$ cat config.mk
export PLATFORM = sky130hd
export DESIGN_NAME = lcapd_serial_rx
export DESIGN_NICKNAME = d
export VERILOG_FILES = /design/src/rtl/core/lcapd_pkg.sv /design/src/rtl/core/lcapd_serial_rx.sv
export SDC_FILE = /design/constraint.sdc
export NUM_CORES = 1
export LEC_CHECK = 0
export ABC_AREA = 1
export BUFFER_PORTS_ARGS = -buffer_cell sky130_fd_sc_hd__buf_2
export CORE_MARGIN = 8
export CORE_UTILIZATION = 50
export DETAILED_ROUTE_END_ITERATION = 12
export GPL_TIMING_DRIVEN = 0
export PLACE_DENSITY = 0.86
export SYNTH_ARGS = -nofsm -noshare
export SYNTH_HDL_FRONTEND = slang
export SYNTH_SLANG_ARGS = --single-unit
$ cat constraint.sdc
create_clock -name i_clk -period 1.51 [get_ports i_clk]
set_input_delay 0.302 -clock i_clk [delete_from_list [all_inputs] [get_ports i_clk]]
set_output_delay 0.302 -clock i_clk [all_outputs]
set_load 0.05 [all_outputs]
$ cat src/rtl/core/lcapd_pkg.sv
// ----------------------------------------------------------------------------
// lcapd_pkg
// Shared types and constants for the load cell presence detector.
// ----------------------------------------------------------------------------
package lcapd_pkg;

    localparam int SAMPLE_W  = 24;          // converter word
    localparam int SUM_W     = 28;          // group sum, up to 16 samples
    localparam int CNT_W     = 4;           // samples in current group
    localparam int GRP_W     = 5;           // group size, 1..16
    localparam int BIT_CNT_W = 5;           // bits shifted in
    localparam int RECIP_W   = 29;          // reciprocal for divide by group size
    localparam int PROD_W    = SUM_W + RECIP_W;

    localparam int MIN_SAMPLES = 1;
    localparam int MAX_SAMPLES = 16;

    localparam logic [BIT_CNT_W-1:0] BITS_PER_SAMPLE = 5'd24;
    localparam logic [SAMPLE_W-1:0]  SIGN_FLIP       = 24'h800000;
    localparam logic [SAMPLE_W-1:0]  THRESHOLD_RESET = 24'd50000;

    typedef enum logic [2:0] {
        PH_WAIT       = 3'd0,
        PH_HIGH       = 3'd1,
        PH_LOW        = 3'd2,
        PH_PULSE_HIGH = 3'd3,
        PH_PULSE_LOW  = 3'd4
    } t_phase;

    // serial front end -> averager, one set per tick
    typedef struct packed {
        logic                bit_last;     // last data bit shifted in this tick
        logic [SAMPLE_W-1:0] last_sample;  // offset-binary word formed this tick
        logic                done;         // conversion delivered this tick
        logic [SAMPLE_W-1:0] sample;       // delivered word, 0 when not done
    } t_rx_evt;

    // averager results for one tick
    typedef struct packed {
        logic                baseline_valid;
        logic [SAMPLE_W-1:0] baseline;
        logic                decision_valid;
        logic [SAMPLE_W-1:0] group_average;
        logic                item_present;
    } t_avg_res;

endpackage

$ cat src/rtl/core/lcapd_serial_rx.sv
// ----------------------------------------------------------------------------
// lcapd_serial_rx
// Serial clock sequencer and 24-bit shift register for the converter link.
// ----------------------------------------------------------------------------
module lcapd_serial_rx (
    input  logic                   i_clk,
    input  logic                   i_rst_n,
    input  logic                   i_accept,
    input  logic                   i_data_level,
    output logic                   o_clock_level,
    output lcapd_pkg::t_rx_evt     o_evt
);

    lcapd_pkg::t_phase                    r_phase, n_phase;
    logic [lcapd_pkg::BIT_CNT_W-1:0]      r_bit_count, n_bit_count;
    logic [lcapd_pkg::SAMPLE_W-1:0]       r_shift, n_shift;
    logic [lcapd_pkg::BIT_CNT_W-1:0]      w_bit_inc;
    logic [lcapd_pkg::SAMPLE_W-1:0]       w_shifted;
    logic                                 w_last;

    assign w_bit_inc = r_bit_count + 5'd1;
    assign w_shifted = {r_shift[lcapd_pkg::SAMPLE_W-2:0], i_data_level};
    assign w_last    = (w_bit_inc >= lcapd_pkg::BITS_PER_SAMPLE);

    // next state
    always_comb begin
        n_phase     = r_phase;
        n_bit_count = r_bit_count;
        n_shift     = r_shift;
        unique case (r_phase)
            lcapd_pkg::PH_HIGH: begin
                n_phase = lcapd_pkg::PH_LOW;
            end
            lcapd_pkg::PH_LOW: begin
                n_shift     = w_shifted;
                n_bit_count = w_bit_inc;
                n_phase     = w_last ? lcapd_pkg::PH_PULSE_HIGH : lcapd_pkg::PH_HIGH;
            end
            lcapd_pkg::PH_PULSE_HIGH: begin
                n_phase = lcapd_pkg::PH_PULSE_LOW;
            end
            lcapd_pkg::PH_PULSE_LOW: begin
                n_phase     = lcapd_pkg::PH_WAIT;
                n_bit_count = '0;
                n_shift     = '0;
            end
            default: begin
                n_phase     = i_data_level ? lcapd_pkg::PH_WAIT : lcapd_pkg::PH_HIGH;
                n_bit_count = '0;
                n_shift     = '0;
            end
        endcase
    end

    // outputs
    always_comb begin
        o_clock_level     = 1'b0;
        o_evt.bit_last    = 1'b0;
        o_evt.last_sample = w_shifted ^ lcapd_pkg::SIGN_FLIP;
        o_evt.done        = 1'b0;
        o_evt.sample      = '0;
        unique case (r_phase)
            lcapd_pkg::PH_HIGH: begin
                o_clock_level = 1'b1;
            end
            lcapd_pkg::PH_LOW: begin
                o_evt.bit_last = w_last;
            end
            lcapd_pkg::PH_PULSE_HIGH: begin
                o_clock_level = 1'b1;
            end
            lcapd_pkg::PH_PULSE_LOW: begin
                o_evt.done   = 1'b1;
                o_evt.sample = r_shift ^ lcapd_pkg::SIGN_FLIP;
            end
            default: begin
                o_clock_level = 1'b0;
            end
        endcase
    end

    always_ff @(posedge i_clk) begin
        if (!i_rst_n) begin
            r_phase     <= lcapd_pkg::PH_WAIT;
            r_bit_count <= '0;
            r_shift     <= '0;
        end else if (i_accept) begin
            r_phase     <= n_phase;
            r_bit_count <= n_bit_count;
            r_shift     <= n_shift;
        end
    end

endmodule

### After elaboration in Yosys (flattened, before gate mapping)

Cells that the tools add are included.

| word-level totals | value |
|---|---|
| bits in read-only memories | 0 |
| bits of input ports | 4 |
| logic and storage cells | 22 |
| bits in latches | 0 |
| flip-flop bits (word level) | 32 |
| memories | 0 |
| output and inout port bits | 51 |
| RAM bits | 0 |

| cells by class | value |
|---|---|
| reduce and logical (&&, ||, !) cells | 2 |
| multipliers | 0 |
| $lt $le $gt $ge | 1 |
| eq/ne operators | 4 |
| shift operators | 0 |
| bitwise operators | 3 |
| muxes and demuxes | 8 |
| add/subtract/negate cells | 1 |
| div/mod/pow operators | 0 |

Operators by type and width:

| kind | number |
|---|---|
| one-hot mux 24 bit (2 select lines) | 1 |
| two-way mux 25 bit | 1 |
| one-hot mux 3 bit (4 select lines) | 1 |
| one-hot mux 5 bit (2 select lines) | 1 |
| == test 3 x 2 -> 1 bit, second input constant | 2 |
| adder 5 x 1 -> 5 bit, second input constant | 1 |
| >= comparator 5 bit, second input constant | 1 |
| == test 3 x 1 -> 1 bit, second input constant | 1 |
| == test 3 bit, second input constant | 1 |
| two-way mux 1 bit | 3 |
| inverter 1 bit | 3 |
| two-way mux 2 bit | 1 |
| AND reduction 2 bit | 1 |
| OR reduction 2 bit | 1 |

### Longest topological paths before layout

| logic depth | value |
|---|---|
| depth in word-level cells | 4 |
| gate-level depth with buffers | 8 |

### Worst setup path after synthesis

OpenSTA, ideal clock, no wires.

| path | value |
|---|---|
| kind | register to output |
| start | reg r_phase[2] |
| end | out o_evt[10] (netlist bit) |
| cell stages (with the launch flop) | 6 |
| arrival time | 1.951 ns |
| slack | -0.743 ns |
| data required time | 1.208 ns |
| path through | dfxtp_1 > inv_2 > nor3_4 > inv_1 > buf_2 > nor2_1 |

RTL lines:

| element | RTL line | RTL |
|---|---|---|
| start: declaration | lcapd_serial_rx.sv:14 | `lcapd_pkg::t_phase r_phase, n_phase;` |
| start signal: assignment | lcapd_serial_rx.sv:84 | `r_phase <= lcapd_pkg::PH_WAIT;` |
| start signal: assignment | lcapd_serial_rx.sv:88 | `r_phase <= n_phase;` |
| end: declaration | lcapd_serial_rx.sv:11 | `output lcapd_pkg::t_rx_evt o_evt` |

==> results_dict.tcl <==
set metrics [dict create \
    die_w_um 73.8 \
    p_leak_nw 1.07 \
    critPathCaptureType "primary output" \
    dieArea_um2 5450 \
    track_usage 0.183 \
    firstDrtPassIters 4 \
    run_status "finished, violations left" \
    finalHoldViolCount 0 \
    drive_gt1_frac 0.505 \
    dp_slack_ns -0.101 \
    final.min_clock_period_ns 1.80 \
    port_buffers 54 \
    final.period_utilization 1.19 \
    cts_tree "yes" \
    setup_viol 26 \
    syn_to_final_growth_pct 60.1 \
    drcViolationCount 0 \
    io_pins 55 \
    diodes 0 \
    drt-total-wl_um 5020 \
    multi_input_area_um2 871 \
    die_h_um 73.8 \
    yosys.area.top_type "dfxtp_1" \
    critical_path.cell_chain "nor3_4 -> inv_4 -> buf_16 -> nor2_4 -> buf_6" \
    holdCritPathClass "in -> reg" \
    clock_latency_ns 0.33 \
    synth_nets 243 \
    fmax_mhz 557 \
    clk_pin_slew_ns 0.10 \
    layout_common_cells "nand2_1 (59), buf_4 (35), buf_6 (30)" \
    final_common_cell "nand2_1" \
    utilization 0.816 \
    max-cap-violations 0 \
    grt_start_max_net_pins 11 \
    ys_warn_count 0 \
    cts_buffers 5 \
    core_um2 3280 \
    powerDensity_nw_per_um2 592 \
    ys_ff_latch 32 \
    antenna_found_initial 0 \
    vias 1761 \
    avgSynthCellArea_um2 7.06 \
    skew_ns 0.00663 \
    rsz0062_at_grt "true" \
    yosysTopAreaCellShare 0.383 \
    clk_root_buffer_cell "clkbuf_4" \
    synth_area_um2 1670 \
    grt.overflow.total 0 \
    wire_per_inst_um 13.9 \
    initial_utilization 0.509 \
    ir_worst_vdd_mv 0.557 \
    gp_congestion 0.822 \
    fin_ws_ns -0.286 \
    antenna_left 0 \
    slowest_stage "dfxtp_4" \
    tightest_slew_ns 0.571 \
    violations "setup timing" \
    fp-row-count 21 \
    nFillCells 220 \
    ys_types 24 \
    cts-hold-fix-buffers 0 \
    synth_seq_area_share 0.383 \
    path_class "reg -> out" \
    viasPerCell 4.88 \
    synthCells 237 \
    worstPathRequired_ns 1.21 \
    cts.sinks 32 \
    p_total_mw 1.59 \
    register_area_um2 658 \
    cts_buffer_depth 2 \
    start_kind "flop" \
    first_global_vias 1698 \
    synthTopCellsByArea "dfxtp_1 (38%), nand2_1 (13%), buf_4 (10%)" \
    critPathMaxFanout 6 \
    first_iter_violations 125 \
    slowest_delay_ns 0.37 \
    drv_slew 0 \
    hpwl_um 2990 \
    nets 320 \
    grt_pass1_wl_um 7670 \
    slew_headroom 0.620 \
    htree_num_levels 2 \
    arrival_ns 1.49 \
]
-- routing by layer --
layer,GRT usage,vias up,part of all wire
met1,0.178,815,0.37
met4,0.0687,0,0.016
met2,0.344,79,0.54
met5,0,-,0
li1,-,857,-
met3,0.0600,10,0.067
-- final cells by class --
type,count,area share
buffer,32,0.100
clock buffer,8,0.0220
inverter,35,0.0546
multi-input combinational,138,0.325
sequential,32,0.246
tap,46,0.0215
timing repair buffer,70,0.231
-- logic make-up (layout without fill, tap and decap cells) --
logic type               Yosys count  in the layout  synth area share
AO/OA/AOI/OAI                     34             34             0.116
flip-flops                        32             32             0.383
AND/OR/NAND/NOR                  101            101             0.255
XOR/XNOR                           1              1           0.00524
adder cells (fa/ha/maj)            2              2            0.0150
buffers and inverters             67            145             0.226
-- state kept, by name, indices dropped and copies added (netlist names) --
name	flops
r_shift	24
r_bit_count	5
r_phase	3
-- metrics by stage --
stage,setup TNS [ns],hold slack [ns],instance area (um2),std cells
2_1_floorplan,-8.56,0.389,1870,237
3_3_place_gp,-1.41,0.472,2190,337
3_5_place_dp,-1.62,0.480,2190,337
4_1_cts,-5.91,0.226,2610,355
5_1_grt,-8.75,0.215,2680,361
6_report,-6.51,0.230,2680,361
-- critical path, delay by kind of cell (launching register included) --
family	cells	cell delay [ns]
flops	1	0.37
simple gates	2	0.34
buf+inv	3	0.46
-- final timing paths --
path	from	endpoint	slack (ns)	depth (start not counted)
max reg2reg	r_phase[0]$_SDFFE_PN0P_	r_shift[12]$_SDFFE_PN0P_	0.05	10
max	r_phase[0]$_SDFFE_PN0P_	o_evt[4]	-0.29	5
min reg2reg	r_shift[3]$_SDFFE_PN0P_	r_shift[4]$_SDFFE_PN0P_	0.50	2
min	i_rst_n	r_bit_count[3]$_SDFFE_PN0P_	0.23	3
-- synthesized netlist by cell type (all sizes together) --
cell,count
dfxtp,32
nand4,1
buf,29
xor2,1
nor3,1
a211oi,2
nand2,61
o21ai,3
ha,2
nor4,1
nand3,6
nor2,31
a21oi,29
inv,35
clkbuf,3
-- where the power goes --
part	switching (mW)	internal [mW]
logic	0.130	0.0804
registers	0.00744	0.845
clock network	0.294	0.230
total	0.431	1.16
-- timing repair --
item,4_1_cts,5_1_grt
pin swaps,5,4
buffers inserted,8,6
endpoints found under the setup margin,27,29
cloned,2,0
gates resized for setup,78,7
No activity file was read; power rests on OpenSTA's default activity.
